File: src/hdl/bpe_pkg.sv
// ----------------------------------------------------------------------------
// bpe_pkg
// Shared constants and codes for the Bezier point evaluator.
// ----------------------------------------------------------------------------
package bpe_pkg;

  // default sizing
  localparam int MAX_POINTS_DEF    = 16;
  localparam int COORD_BITS_DEF    = 24;
  localparam int FRACTION_BITS_DEF = 16;

  // fixed field widths
  localparam int PIDX_W      = 4;   // point_index
  localparam int PCOUNT_W    = 5;   // point_count register
  localparam int CFG_DATA_W  = 5;   // widest register
  localparam int CFG_INDEX_W = 1;

  localparam logic [PCOUNT_W-1:0] PCOUNT_RESET = PCOUNT_W'(4);

  typedef enum logic [CFG_INDEX_W-1:0] {
    CFG_POINT_COUNT = 1'b0,
    CFG_THREE_D     = 1'b1
  } cfg_reg_t;

  typedef enum logic {
    CMD_LOAD = 1'b0,
    CMD_EVAL = 1'b1
  } cmd_t;

  localparam logic STATUS_OK       = 1'b0;
  localparam logic STATUS_TOO_FEW  = 1'b1;

endpackage

File: src/hdl/bpe_if.sv
// ----------------------------------------------------------------------------
// bpe_in_if / bpe_out_if
// Valid/ready channels of the Bezier point evaluator.
// ----------------------------------------------------------------------------
interface bpe_in_if #(
  parameter int COORD_BITS    = bpe_pkg::COORD_BITS_DEF,
  parameter int FRACTION_BITS = bpe_pkg::FRACTION_BITS_DEF
);
  logic                            valid;
  logic                            ready;
  bpe_pkg::cmd_t                   cmd;
  logic [bpe_pkg::PIDX_W-1:0]      point_index;
  logic signed [COORD_BITS-1:0]    coord_x;
  logic signed [COORD_BITS-1:0]    coord_y;
  logic signed [COORD_BITS-1:0]    coord_z;
  logic [FRACTION_BITS:0]          fraction;

  modport source (output valid, cmd, point_index, coord_x, coord_y, coord_z, fraction,
                  input ready);
  modport sink   (input valid, cmd, point_index, coord_x, coord_y, coord_z, fraction,
                  output ready);
endinterface

interface bpe_out_if #(
  parameter int COORD_BITS = bpe_pkg::COORD_BITS_DEF
);
  logic                         valid;
  logic                         ready;
  logic signed [COORD_BITS-1:0] res_x;
  logic signed [COORD_BITS-1:0] res_y;
  logic signed [COORD_BITS-1:0] res_z;
  logic                         status;

  modport source (output valid, res_x, res_y, res_z, status, input ready);
  modport sink   (input valid, res_x, res_y, res_z, status, output ready);
endinterface

File: src/hdl/bezier_point_evaluator.sv
// ----------------------------------------------------------------------------
// bezier_point_evaluator
// Loads control points into a store and evaluates a Bezier curve point by
// repeated linear interpolation (De Casteljau) on one shared lerp unit.
// ----------------------------------------------------------------------------
//
//   channel  | dir | beat contents                                | handshake
//   ---------+-----+----------------------------------------------+-------------
//   in_ch    | in  | cmd, point_index, coord_x/y/z, fraction      | valid/ready
//   out_ch   | out | res_x, res_y, res_z, status                  | valid/ready
//   cfg_*    | in  | cfg_index, cfg_wdata                         | cfg_we only
//
// A load beat is written into the store as it is accepted. An evaluate runs
//   its axes (three with three_d set, else two) on the single lerp unit, one
//   lerp or one queue shift per cycle. Fewer than two points go straight to
//   the result, with status too-few.
// Reset (rst_n low, synchronous) clears the sequencer and the output valid,
//   sets point_count to 4 and three_d to 0; the point store is not cleared.
// in_ch is ready only while idle. A finished result waits in the sequencer
//   until the output register is free, so a stalled out_ch holds one result
//   and still lets the next item in.
// ----------------------------------------------------------------------------
module bezier_point_evaluator #(
  parameter int MAX_POINTS    = bpe_pkg::MAX_POINTS_DEF,
  parameter int COORD_BITS    = bpe_pkg::COORD_BITS_DEF,
  parameter int FRACTION_BITS = bpe_pkg::FRACTION_BITS_DEF
) (
  input  logic                               clk,
  input  logic                               rst_n,
  bpe_in_if.sink                             in_ch,
  bpe_out_if.source                          out_ch,
  input  logic                               cfg_we,
  input  bpe_pkg::cfg_reg_t                  cfg_index,
  input  logic [bpe_pkg::CFG_DATA_W-1:0]     cfg_wdata
);

  import bpe_pkg::*;

  localparam int C  = COORD_BITS;
  localparam int F  = FRACTION_BITS;
  localparam int L  = MAX_POINTS;
  localparam int AW = $clog2(MAX_POINTS);
  localparam int NW = $clog2(MAX_POINTS + 1);
  localparam int IW = (AW > PIDX_W) ? AW : PIDX_W;
  localparam logic [F:0] T_ONE = {1'b1, {F{1'b0}}};

  // axis codes; lanes shift down so the active axis always sits in lane 0
  localparam logic [1:0] AXIS_X = 2'd0;
  localparam logic [1:0] AXIS_Y = 2'd1;
  localparam logic [1:0] AXIS_Z = 2'd2;

  typedef enum logic [3:0] {
    ST_IDLE = 4'b0001,
    ST_FILL = 4'b0010,
    ST_CALC = 4'b0100,
    ST_DONE = 4'b1000
  } state_t;

  // config registers
  logic [PCOUNT_W-1:0] point_count_r;
  logic                three_d_r;

  // sequencer
  state_t        state_r, state_nxt;
  logic [NW-1:0] n_r, n_nxt;
  logic [NW-1:0] fill_cnt_r, fill_cnt_nxt;
  logic [NW-1:0] m_r, m_nxt;          // entries in the current round
  logic [NW-1:0] step_r, step_nxt;    // step within the round
  logic [1:0]    axis_r, axis_nxt;
  logic          out_valid_r, out_valid_nxt;

  // payload
  logic [F:0]            t_r;
  logic signed [C-1:0]   res_x_r, res_y_r, res_z_r;
  logic                  res_status_r;
  logic signed [C-1:0]   out_x_r, out_y_r, out_z_r;
  logic                  out_status_r;

  // point store {x, y, z} and the working lanes
  logic [3*C-1:0]        pts_mem_r [MAX_POINTS];
  logic [3*C-1:0]        rd_data_r;
  logic [AW-1:0]         rd_addr;
  logic signed [C-1:0]   lane0_r [L];
  logic signed [C-1:0]   lane1_r [L];
  logic signed [C-1:0]   lane2_r [L];

  logic                  in_acc;
  logic                  is_load;
  logic                  load_we;
  logic [IW-1:0]         idx_ext;
  logic [NW-1:0]         n_clamp;
  logic                  too_few;
  logic [F:0]            t_clamp;
  logic [NW-1:0]         m_last;
  logic                  round_end;
  logic                  axis_end;
  logic [1:0]            last_axis;
  logic                  out_free;
  logic signed [C-1:0]   lerp_y;

  // --------------------------------------------------------------------------
  // decode
  // --------------------------------------------------------------------------
  assign in_ch.ready = (state_r == ST_IDLE);
  assign in_acc      = in_ch.valid && in_ch.ready;
  assign is_load     = (in_ch.cmd == CMD_LOAD);
  assign idx_ext     = IW'(in_ch.point_index);
  assign load_we     = in_acc && is_load && (int'(in_ch.point_index) < MAX_POINTS);

  assign n_clamp = (int'(point_count_r) > MAX_POINTS) ? NW'(MAX_POINTS)
                                                      : NW'(point_count_r);
  assign too_few = (n_clamp < NW'(2));
  assign t_clamp = (in_ch.fraction > T_ONE) ? T_ONE : in_ch.fraction;

  assign m_last    = m_r - NW'(1);
  assign round_end = (step_r == m_last);
  assign axis_end  = round_end && (m_r == NW'(2));
  assign last_axis = three_d_r ? AXIS_Z : AXIS_Y;
  assign out_free  = !out_valid_r || out_ch.ready;

  assign rd_addr = (fill_cnt_r < n_r) ? fill_cnt_r[AW-1:0] : '0;

  // shared interpolation unit, always on the head of lane 0
  bpe_lerp #(
    .COORD_BITS    (COORD_BITS),
    .FRACTION_BITS (FRACTION_BITS)
  ) u_lerp (
    .a (lane0_r[0]),
    .b (lane0_r[1]),
    .t (t_r),
    .y (lerp_y)
  );

  // --------------------------------------------------------------------------
  // config port
  // --------------------------------------------------------------------------
  always_ff @(posedge clk) begin
    if (!rst_n) begin
      point_count_r <= PCOUNT_RESET;
      three_d_r     <= 1'b0;
    end else if (cfg_we) begin
      unique case (cfg_index)
        CFG_POINT_COUNT: point_count_r <= cfg_wdata[PCOUNT_W-1:0];
        CFG_THREE_D:     three_d_r     <= cfg_wdata[0];
      endcase
    end
  end

  // --------------------------------------------------------------------------
  // sequencer
  // --------------------------------------------------------------------------
  always_comb begin
    state_nxt     = state_r;
    n_nxt         = n_r;
    fill_cnt_nxt  = fill_cnt_r;
    m_nxt         = m_r;
    step_nxt      = step_r;
    axis_nxt      = axis_r;
    out_valid_nxt = out_valid_r && !out_ch.ready;
    unique case (state_r)
      ST_IDLE: begin
        if (in_acc && !is_load) begin
          if (too_few) begin
            state_nxt = ST_DONE;
          end else begin
            state_nxt    = ST_FILL;
            n_nxt        = n_clamp;
            fill_cnt_nxt = '0;
            axis_nxt     = AXIS_X;
          end
        end
      end
      ST_FILL: begin
        if (fill_cnt_r == n_r) begin
          state_nxt = ST_CALC;
          m_nxt     = n_r;
          step_nxt  = '0;
        end else begin
          fill_cnt_nxt = fill_cnt_r + NW'(1);
        end
      end
      ST_CALC: begin
        if (!round_end) begin
          step_nxt = step_r + NW'(1);
        end else if (!axis_end) begin
          step_nxt = '0;
          m_nxt    = m_last;
        end else if (axis_r == last_axis) begin
          state_nxt = ST_DONE;
        end else begin
          axis_nxt = axis_r + 2'd1;
          m_nxt    = n_r;
          step_nxt = '0;
        end
      end
      ST_DONE: begin
        if (out_free) begin
          state_nxt     = ST_IDLE;
          out_valid_nxt = 1'b1;
        end
      end
      default: state_nxt = ST_IDLE;
    endcase
  end

  always_ff @(posedge clk) begin
    if (!rst_n) begin
      state_r     <= ST_IDLE;
      n_r         <= '0;
      fill_cnt_r  <= '0;
      m_r         <= '0;
      step_r      <= '0;
      axis_r      <= AXIS_X;
      out_valid_r <= 1'b0;
    end else begin
      state_r     <= state_nxt;
      n_r         <= n_nxt;
      fill_cnt_r  <= fill_cnt_nxt;
      m_r         <= m_nxt;
      step_r      <= step_nxt;
      axis_r      <= axis_nxt;
      out_valid_r <= out_valid_nxt;
    end
  end

  // --------------------------------------------------------------------------
  // point store: one write port, one registered read port
  // --------------------------------------------------------------------------
  always_ff @(posedge clk) begin
    if (load_we) begin
      pts_mem_r[idx_ext[AW-1:0]] <= {in_ch.coord_x, in_ch.coord_y, in_ch.coord_z};
    end
    rd_data_r <= pts_mem_r[rd_addr];
  end

  // --------------------------------------------------------------------------
  // working lanes
  // Fill: entry k lands in the cycle after its read, from the registered read port.
  // Round of m entries: m-1 lerp steps, each shifting lane 0 left by one and
  // writing the new point at m-1, then one shift that drops the last old
  // point. After the final round the curve coordinate is at lane0[1].
  // --------------------------------------------------------------------------
  always_ff @(posedge clk) begin
    if (state_r == ST_FILL) begin
      for (int k = 0; k < L; k++) begin
        if (fill_cnt_r == NW'(k + 1)) begin
          lane0_r[k] <= rd_data_r[3*C-1:2*C];
          lane1_r[k] <= rd_data_r[2*C-1:C];
          lane2_r[k] <= rd_data_r[C-1:0];
        end
      end
    end else if (state_r == ST_CALC) begin
      if (!round_end) begin
        for (int k = 0; k < L; k++) begin
          if (NW'(k) == m_last) begin
            lane0_r[k] <= lerp_y;
          end else if (k < L - 1) begin
            lane0_r[k] <= lane0_r[k + 1];
          end
        end
      end else if (!axis_end) begin
        for (int k = 0; k < L - 1; k++) begin
          lane0_r[k] <= lane0_r[k + 1];
        end
      end else begin
        // axis finished: bring the next axis into lane 0
        for (int k = 0; k < L; k++) begin
          lane0_r[k] <= lane1_r[k];
          lane1_r[k] <= lane2_r[k];
        end
      end
    end
  end

  // --------------------------------------------------------------------------
  // result staging and output register
  // --------------------------------------------------------------------------
  always_ff @(posedge clk) begin
    if (in_acc && !is_load) begin
      t_r     <= t_clamp;
      res_x_r <= '0;
      res_y_r <= '0;
      res_z_r <= '0;
      res_status_r <= too_few ? STATUS_TOO_FEW : STATUS_OK;
    end else if (state_r == ST_CALC && axis_end) begin
      if (axis_r == AXIS_X) begin
        res_x_r <= lane0_r[1];
      end
      if (axis_r == AXIS_Y) begin
        res_y_r <= lane0_r[1];
      end
      if (axis_r == AXIS_Z) begin
        res_z_r <= lane0_r[1];
      end
    end
    if (state_r == ST_DONE && out_free) begin
      out_x_r      <= res_x_r;
      out_y_r      <= res_y_r;
      out_z_r      <= res_z_r;
      out_status_r <= res_status_r;
    end
  end

  assign out_ch.valid  = out_valid_r;
  assign out_ch.res_x  = out_x_r;
  assign out_ch.res_y  = out_y_r;
  assign out_ch.res_z  = out_z_r;
  assign out_ch.status = out_status_r;

endmodule

File: src/hdl/bpe_lerp.sv
// ----------------------------------------------------------------------------
// bpe_lerp
// One linear interpolation step: a + round((b - a) * t), ties away from zero.
// ----------------------------------------------------------------------------
module bpe_lerp #(
  parameter int COORD_BITS    = bpe_pkg::COORD_BITS_DEF,
  parameter int FRACTION_BITS = bpe_pkg::FRACTION_BITS_DEF
) (
  input  logic signed [COORD_BITS-1:0] a,
  input  logic signed [COORD_BITS-1:0] b,
  input  logic [FRACTION_BITS:0]       t,
  output logic signed [COORD_BITS-1:0] y
);

  localparam int C = COORD_BITS;
  localparam int F = FRACTION_BITS;
  localparam int PW = C + F + 1;
  localparam logic [PW-1:0] HALF = PW'(1) << (F - 1);

  logic signed [C:0] diff;
  logic [C:0]        diff_neg;
  logic              neg;
  logic [C-1:0]      mag;
  logic [PW-1:0]     prod;
  logic [PW-1:0]     prod_rnd;
  logic [C-1:0]      step;
  logic signed [C:0] sum;

  always_comb begin
    diff     = $signed({b[C-1], b}) - $signed({a[C-1], a});
    diff_neg = -diff;
    neg      = diff[C];
    mag      = neg ? diff_neg[C-1:0] : diff[C-1:0];
    prod     = PW'(mag) * PW'(t);
    prod_rnd = prod + HALF;
    step     = prod_rnd[C+F-1:F];
    // magnitude rounded, so ties on negative steps also round away from zero
    if (neg) begin
      sum = $signed({a[C-1], a}) - $signed({1'b0, step});
    end else begin
      sum = $signed({a[C-1], a}) + $signed({1'b0, step});
    end
    y = sum[C-1:0];
  end

endmodule

File: src/flat_wrapper.sv
// flat-port wrapper written by rule: the top's interface ports become plain ports
module bezier_point_evaluator_flat import bpe_pkg::*;
#(
  parameter int MAX_POINTS    = bpe_pkg::MAX_POINTS_DEF,
  parameter int COORD_BITS    = bpe_pkg::COORD_BITS_DEF,
  parameter int FRACTION_BITS = bpe_pkg::FRACTION_BITS_DEF
)
  (clk, rst_n, cfg_we, cfg_index, cfg_wdata, in_ch_valid, in_ch_cmd, in_ch_point_index, in_ch_coord_x, in_ch_coord_y, in_ch_coord_z, in_ch_fraction, in_ch_ready, out_ch_valid, out_ch_res_x, out_ch_res_y, out_ch_res_z, out_ch_status, out_ch_ready);
  bpe_in_if #(.COORD_BITS(COORD_BITS), .FRACTION_BITS(FRACTION_BITS)) in_ch_i ();
  bpe_out_if #(.COORD_BITS(COORD_BITS)) out_ch_i ();
  input  logic clk;
  input  logic rst_n;
  input  logic cfg_we;
  input  bpe_pkg::cfg_reg_t cfg_index;
  input  logic [bpe_pkg::CFG_DATA_W-1:0] cfg_wdata;
  input wire logic [$bits(in_ch_i.valid)-1:0] in_ch_valid;
  input wire logic [$bits(in_ch_i.cmd)-1:0] in_ch_cmd;
  input wire logic [$bits(in_ch_i.point_index)-1:0] in_ch_point_index;
  input wire logic [$bits(in_ch_i.coord_x)-1:0] in_ch_coord_x;
  input wire logic [$bits(in_ch_i.coord_y)-1:0] in_ch_coord_y;
  input wire logic [$bits(in_ch_i.coord_z)-1:0] in_ch_coord_z;
  input wire logic [$bits(in_ch_i.fraction)-1:0] in_ch_fraction;
  output wire logic [$bits(in_ch_i.ready)-1:0] in_ch_ready;
  output wire logic [$bits(out_ch_i.valid)-1:0] out_ch_valid;
  output wire logic [$bits(out_ch_i.res_x)-1:0] out_ch_res_x;
  output wire logic [$bits(out_ch_i.res_y)-1:0] out_ch_res_y;
  output wire logic [$bits(out_ch_i.res_z)-1:0] out_ch_res_z;
  output wire logic [$bits(out_ch_i.status)-1:0] out_ch_status;
  input wire logic [$bits(out_ch_i.ready)-1:0] out_ch_ready;
  assign in_ch_i.valid = in_ch_valid;
  assign in_ch_i.cmd = in_ch_cmd;
  assign in_ch_i.point_index = in_ch_point_index;
  assign in_ch_i.coord_x = in_ch_coord_x;
  assign in_ch_i.coord_y = in_ch_coord_y;
  assign in_ch_i.coord_z = in_ch_coord_z;
  assign in_ch_i.fraction = in_ch_fraction;
  assign in_ch_ready = in_ch_i.ready;
  assign out_ch_valid = out_ch_i.valid;
  assign out_ch_res_x = out_ch_i.res_x;
  assign out_ch_res_y = out_ch_i.res_y;
  assign out_ch_res_z = out_ch_i.res_z;
  assign out_ch_status = out_ch_i.status;
  assign out_ch_i.ready = out_ch_ready;
  bezier_point_evaluator #(.MAX_POINTS(MAX_POINTS), .COORD_BITS(COORD_BITS), .FRACTION_BITS(FRACTION_BITS)) u_core (.clk(clk), .rst_n(rst_n), .in_ch(in_ch_i), .out_ch(out_ch_i), .cfg_we(cfg_we), .cfg_index(cfg_index), .cfg_wdata(cfg_wdata));
endmodule
File: config.mk
export PLATFORM = sky130hd
export DESIGN_NAME = bezier_point_evaluator_flat
export DESIGN_NICKNAME = d
export VERILOG_FILES = /design/src/hdl/bpe_pkg.sv /design/src/hdl/bpe_if.sv /design/src/hdl/bezier_point_evaluator.sv /design/src/hdl/bpe_lerp.sv /design/src/flat_wrapper.sv
export SDC_FILE = /design/constraint.sdc
export NUM_CORES = 2
export LEC_CHECK = 0
export BUFFER_PORTS_ARGS = -buffer_cell sky130_fd_sc_hd__buf_4
export CORE_ASPECT_RATIO = 1.1
export CORE_MARGIN = 8
export CORE_UTILIZATION = 45
export CTS_BUF_LIST = sky130_fd_sc_hd__clkbuf_4 sky130_fd_sc_hd__clkbuf_8 sky130_fd_sc_hd__clkbuf_16
export DETAILED_ROUTE_END_ITERATION = 8
export PLACE_DENSITY = 0.7
export SLEW_MARGIN = 30
export SYNTH_ARGS = -nofsm -noshare
export SYNTH_HDL_FRONTEND = slang
export SYNTH_SLANG_ARGS = --single-unit
File: constraint.sdc
create_clock -name clk -period 11.4 [get_ports clk]
set_clock_uncertainty 0.2 [all_clocks]
set_input_delay 0 -clock clk [delete_from_list [all_inputs] [get_ports clk]]
set_output_delay 0 -clock clk [all_outputs]
set_load 0.1 [all_outputs]
# After elaboration in Yosys (flattened, before gate mapping)
# Memories as Yosys holds them, arrays and structs flattened. A register that Yosys moved wholly into a read port is not among the register bits.
# Cells that the tools add are included.
word_totals:
  inputBits: 105
  ram_bits: 2304
  n_memories: 4
  register_bits: 196
op_classes:
  bitwise: 81
  reduce_logical: 41
  muxes: 374
  add_sub_neg: 9
  magnitude_cmp: 4
  n_eq_ne: 52
  multipliers: 1
mem_list:
  columns: ["name", "depth", "word_bits", "rd", "rd_ports_with_merged_regs", "wr", "line_no", "rtl"]
  rows:
  - ["u_core.pts_mem_r", 16, 72, 1, 1, 1, "bezier_point_evaluator.sv:80", "logic [3*C-1:0] pts_mem_r [MAX_POINTS];"]
  - ["u_core.lane0_r", 16, 24, 16, 0, 16, "bezier_point_evaluator.sv:83", "logic signed [C-1:0] lane0_r [L];"]
  - ["u_core.lane1_r", 16, 24, 16, 0, 16, "bezier_point_evaluator.sv:84", "logic signed [C-1:0] lane1_r [L];"]
  - ["u_core.lane2_r", 16, 24, 16, 0, 1, "bezier_point_evaluator.sv:85", "logic signed [C-1:0] lane2_r [L];"]
op_table:
  columns: ["cell", "n"]
  rows:
  - ["24-bit 2-to-1 mux", 95]
  - ["24-bit OR reduction", 15]
  - ["1-bit 2-to-1 mux", 233]
  - ["4-bit 2-to-1 mux", 23]
  - ["1-bit OR", 78]
  - ["5-bit 2-to-1 mux", 12]
  - ["40-bit by 16-bit adder with 40-bit output (second input constant)", 1]
  - ["4-bit by 5-bit equality test with 1-bit output (first input constant)", 8]
  - ["5-bit by 4-bit equality test with 1-bit output (second input constant)", 8]
  - ["24-bit by 17-bit multiplier with 40-bit output", 1]
  - ["5-bit one-hot mux with 2 select lines", 3]
  - ["24-bit by 24-bit subtractor with 25-bit output", 1]
  - ["24-bit adder", 1]
  - ["24-bit negation", 1]
  - ["24-bit subtractor", 1]
  - ["3-bit by 5-bit equality test with 1-bit output (first input constant)", 4]
  - ["5-bit by 3-bit equality test with 1-bit output (second input constant)", 4]
  - ["17-bit greater-than comparator (second input constant)", 1]
  - ["4-bit one-hot mux with 4 select lines", 1]
  - ["5-bit by 2-bit equality test with 1-bit output (second input constant)", 3]
  - ["2-bit 2-to-1 mux", 6]
  - ["6-bit AND reduction", 2]
  - ["5-bit by 1-bit adder with 5-bit output (second input constant)", 2]
  - ["2-bit by 5-bit equality test with 1-bit output (first input constant)", 2]
  - ["31 further kinds", 56]

# Depth between registers and ports, before layout
depth:
  ltp_word: 20
  depth_mapped: 57

# Cells and area by module
# Synthesis repeated with hierarchy kept, for this count alone.
hier_totals:
  hier_cells: 8554
  hier_area_um2: 119159.3
by_module_without_submodules:
  columns: ["mod", "instances", "cells_each", "area_each_um2", "seq_area_each_um2"]
  rows:
  - ["bezier_point_evaluator", 1, 6515, 102378.2, 75462.4]
  - ["bpe_lerp", 1, 2039, 16781.1, 0.0]

# Least setup slack after synthesis
# OpenSTA, ideal clock, no wires.
synth_timing:
  kind: "reg-to-reg"
  from: "memory u_core.lane0_r[0][24] (netlist name)"
  to: "memory u_core.lane0_r[0][358] (netlist name), data pin"
  required_time_ns: 10.929
  stages_incl_launch_ff: 46
  setup_ns: 0.271
  path_buffers: 3
  slack_ns: -1.123
  arrival_ns: 12.051
  path_cell_list: "edfxtp_1 -> inv_1 -> ha_1 -> fa_1 -> nand2b_1 -> a21oi_1 -> o211ai_1 -> nand2_1 -> a221oi_1 -> o21bai_1 -> and2_1 -> a2bb2oi_1 -> clkbuf_1 -> nor2_1 -> xor2_1 -> clkbuf_1 -> nand2_1 -> fa_1 -> (+10 left out) -> or3_1 -> a31o_2 -> o31ai_1 -> xor2_1 -> a2111o_1 -> a21oi_1 -> nand3_1 -> or4_1 -> o21ai_0 -> xor2_1 -> ha_1 -> and3_1 -> a2111oi_0 -> a21bo_2 -> nand2b_1 -> xnor2_1 -> clkbuf_1 -> o21ai_0"
synth_lines:
  columns: ["element", "line_no"]
  rows:
  - ["start: declaration", "bezier_point_evaluator.sv:83"]

==> run_results.csv <==
group,metric,value,unit
status,status,"finished with violations",
status,violations,"negative setup slack",
placed_design,portBuffers,179,
sta,slew_headroom,27.5,%
die,fp.dieW,506,um
global_route,grt_pass1_vias,82239,
worst_setup_path,path_common_cell,"buf_4",
yosys,synth-main-ff-cell,"edfxtp_1",
sta,maxSlewViolCount,0,
yosys,synth.cells.most_frequent,"edfxtp_1 (2395), nand2_1 (1652), a21oi_1 (590), clkbuf_1 (512), nor2_1 (507)",
global_route,grt_max_degree,113,
cts,clkSlewWorstSetupHoldPaths,0.06,ns
sta,final.setup.worst_slack,-0.395,ns
worst_setup_path,crit_required,11.91,ns
yosys,ys_seq_elements,2572,
cells_and_area,fillers,21049,
worst_setup_path,r2r_start,"u_core.lane0_r[0][37]$_DFFE_PP_",
sta,timing.fmax,84.8,MHz
routing,first_pass_iters,7,
sta,fin_crit,11.80,ns
worst_hold_path,hold_path.class,"input pin to flip-flop",
sta,setup_viol,103,
worst_setup_path,critPathLaunchType,"flip-flop",
cells_and_area,stdcell_area,0.141,mm2
yosys,synthDistinctLibCells,94,
worst_setup_path,path_max_fanout,8,
cells_and_area,regArea,0.0755,mm2
yosys,synth_edf_count,2395,
worst_setup_path,max_stage_delay,0.56,ns
die,fp.dieH,555,um
routing,wl_met2,170,mm
cells_and_area,drive_above_1_share,19.6,%
cts,cts.sinks,2572,
routing,viasPerCell,5.91,
sta,finalHoldViolCount,0,
cts,clockRootBuffer,"clkbuf_16",
yosys,synthTopCellsByArea,"edfxtp_1 (61%), fa_1 (5.6%), nand2_1 (5.2%)",
routing,detail_route.wl_per_cell,25.2,um
yosys,yosysWarnings,0,
yosys,synth_async_sr_flop_share,0,%
routing,drc,0,
cells_and_area,nets,10562,
yosys,syn-cell-area,0.119,mm2
yosys,synth-seq-area-share,63.5,%
placed_design,placed_cell_area,0.128,mm2
worst_setup_path,critPathKind,"flip-flop to flip-flop",
cts,cts.htree.levels,4,
global_route,grtUsageTotal,23.5,%
cts,clock_latency,0.95,ns
worst_setup_path,end_kind,"flip-flop",
global_route,grt_pass1_wl,509,mm
die,core,0.264,mm2
die,row_count,198,
global_route,grt_overflow,0,
cts,cts_tree,"built",
yosys,yosys.area.top_type,"edfxtp_1",
worst_setup_path,worstPathArrival,12.31,ns
cells_and_area,multi_input_area,0.0416,mm2
routing,wl_met1,125,mm
flow_run,cap_violations,0,
die,die_area,0.281,mm2
routing,routed_wl,344,mm
sta,period_share,103,%
worst_setup_path,crit_start,"u_core.lane0_r[0][37]$_DFFE_PP_",
routing,top_layer,"met5",
routing,drtIter0Drc,9697,
cts,cts_buffer_depth,3,
yosys,syn_nets,9825,
placed_design,dp_hpwl,211,mm
worst_setup_path,crit_family,"adder cells",
die,initial_core_util,45.1,%
yosys,synth.most_common_cell,"edfxtp_1",
yosys,synth.top_cell.area_share,60.5,%
global_route,antenna_found_initial,33,
routing,wl_met3,33.2,mm
cts,cts_buffers,241,
worst_hold_path,worstHoldStart,"rst_n",
sta,grt_setup_unrepaired,"true",
placed_design,place.gp.congestion,0.900,
routing,vias,80658,
routing,ant_nets,0,
cells_and_area,areaGrowthSynthToFinish,19.0,%
yosys,syn_inst,9196,
die,io_pins,180,
worst_setup_path,crit_buf_inv,13,
yosys,syn_area_per_cell,12.9,um2
worst_setup_path,slowest_stage,"fa_2",
sta,worstMarginPinSlew,1.09,ns
final timing paths:
check,end,slack [ns],cells past startpoint
hold / removal,u_core.state_r[0]$_SDFFE_PN1P_,0.13,4
hold reg to reg,u_core.out_ch.res_y[6]$_DFFE_PP_,0.23,0
setup / recovery,u_core.lane0_r[0][187]$_DFFE_PP_,-0.40,51
setup reg to reg,u_core.lane0_r[0][187]$_DFFE_PP_,-0.40,51
cell families after synthesis:
logic type	Yosys count	synth area share (%)
AND/OR/NAND/NOR	2659	9.47
flip-flops	2572	63.5
AO/OA/AOI/OAI	1858	9.56
buffers and inverters	1085	3.45
adder cells (fa/ha/maj)	524	7.60
multiplexers	389	5.63
XOR/XNOR	109	0.803
cell usage in the layout (no fill, tap or decap), drive strengths merged, types with 225 or more instances in the layout:
master	instances
edfxtp	2395
fa	330
buf	870
nor2	508
clkbuf	324
o21ai	490
a21oi	594
inv	480
dlygate4sd3	225
nand2	1652
routing by layer:
layer	vias up	GRT usage, %
met5	-	0
li1	34836	-
met2	4543	40.5
met4	30	9.44
met1	40313	29.0
met3	936	4.99
sequential cells by signal (all words and copies together) (netlist names), 17 cells and up:
name,cells
u_core.rd_data_r,72
u_core.lane0_r,384
u_core.t_r,17
u_core.res_x_r,24
u_core.res_z_r,24
u_core.out_ch.res_x,24
u_core.lane1_r,384
u_core.out_ch.res_z,24
u_core.lane2_r,384
u_core.pts_mem_r,1152
u_core.res_y_r,24
u_core.out_ch.res_y,24
worst register-to-register path, delay by kind of cell (launching register included):
family / cells / cell delay, ns
fa+ha+maj: 9 / 4.04
compound gates: 19 / 3.63
buf+inv: 13 / 1.62
simple gates: 7 / 1.15
flops: 1 / 0.50
xor+xnor: 3 / 0.46
what timing repair did:
action | in CTS | in global routing
setup buffers | 51 | 30
hold buffers | 226 | 0
hold endpoints to repair | 1702 | 0
pin swaps | 79 | 118
gates resized for setup | 224 | 231
endpoints found under the setup margin | 188 | 271
gates cloned | 6 | 6
metrics by stage:
stage | cells | util (%) | hold slack, ns | setup TNS, ns | worst slack, ns
after floorplan | 9196 | - | -0.101 | 0 | 0.00167
after global placement | 12859 | 48.5 | 0.0172 | -46.29 | -0.565
after detailed placement | 12865 | 48.6 | 0.0235 | -61.37 | -0.675
after CTS | 13602 | 53.1 | 0.0896 | -7.09 | -0.211
after global routing | 13651 | 53.6 | 0.129 | -93.17 | -0.789
final | 13658 | 53.7 | 0.135 | -18.25 | -0.395
cell type report:
class,instances,share of cell area (%)
Tap cell,3500,3.10
Clock inverter,135,1.15
Clock buffer,319,4.75
Antenna cell,14,0.0248
Inverter,477,1.27
Multi-Input combinational cell,5540,29.4
Timing Repair Buffer,1101,6.92
Sequential cell,2572,53.4
Power is left out: the tool's default activity adds up to more than one toggle a clock period on the data nets, which glitch-free logic cannot reach.
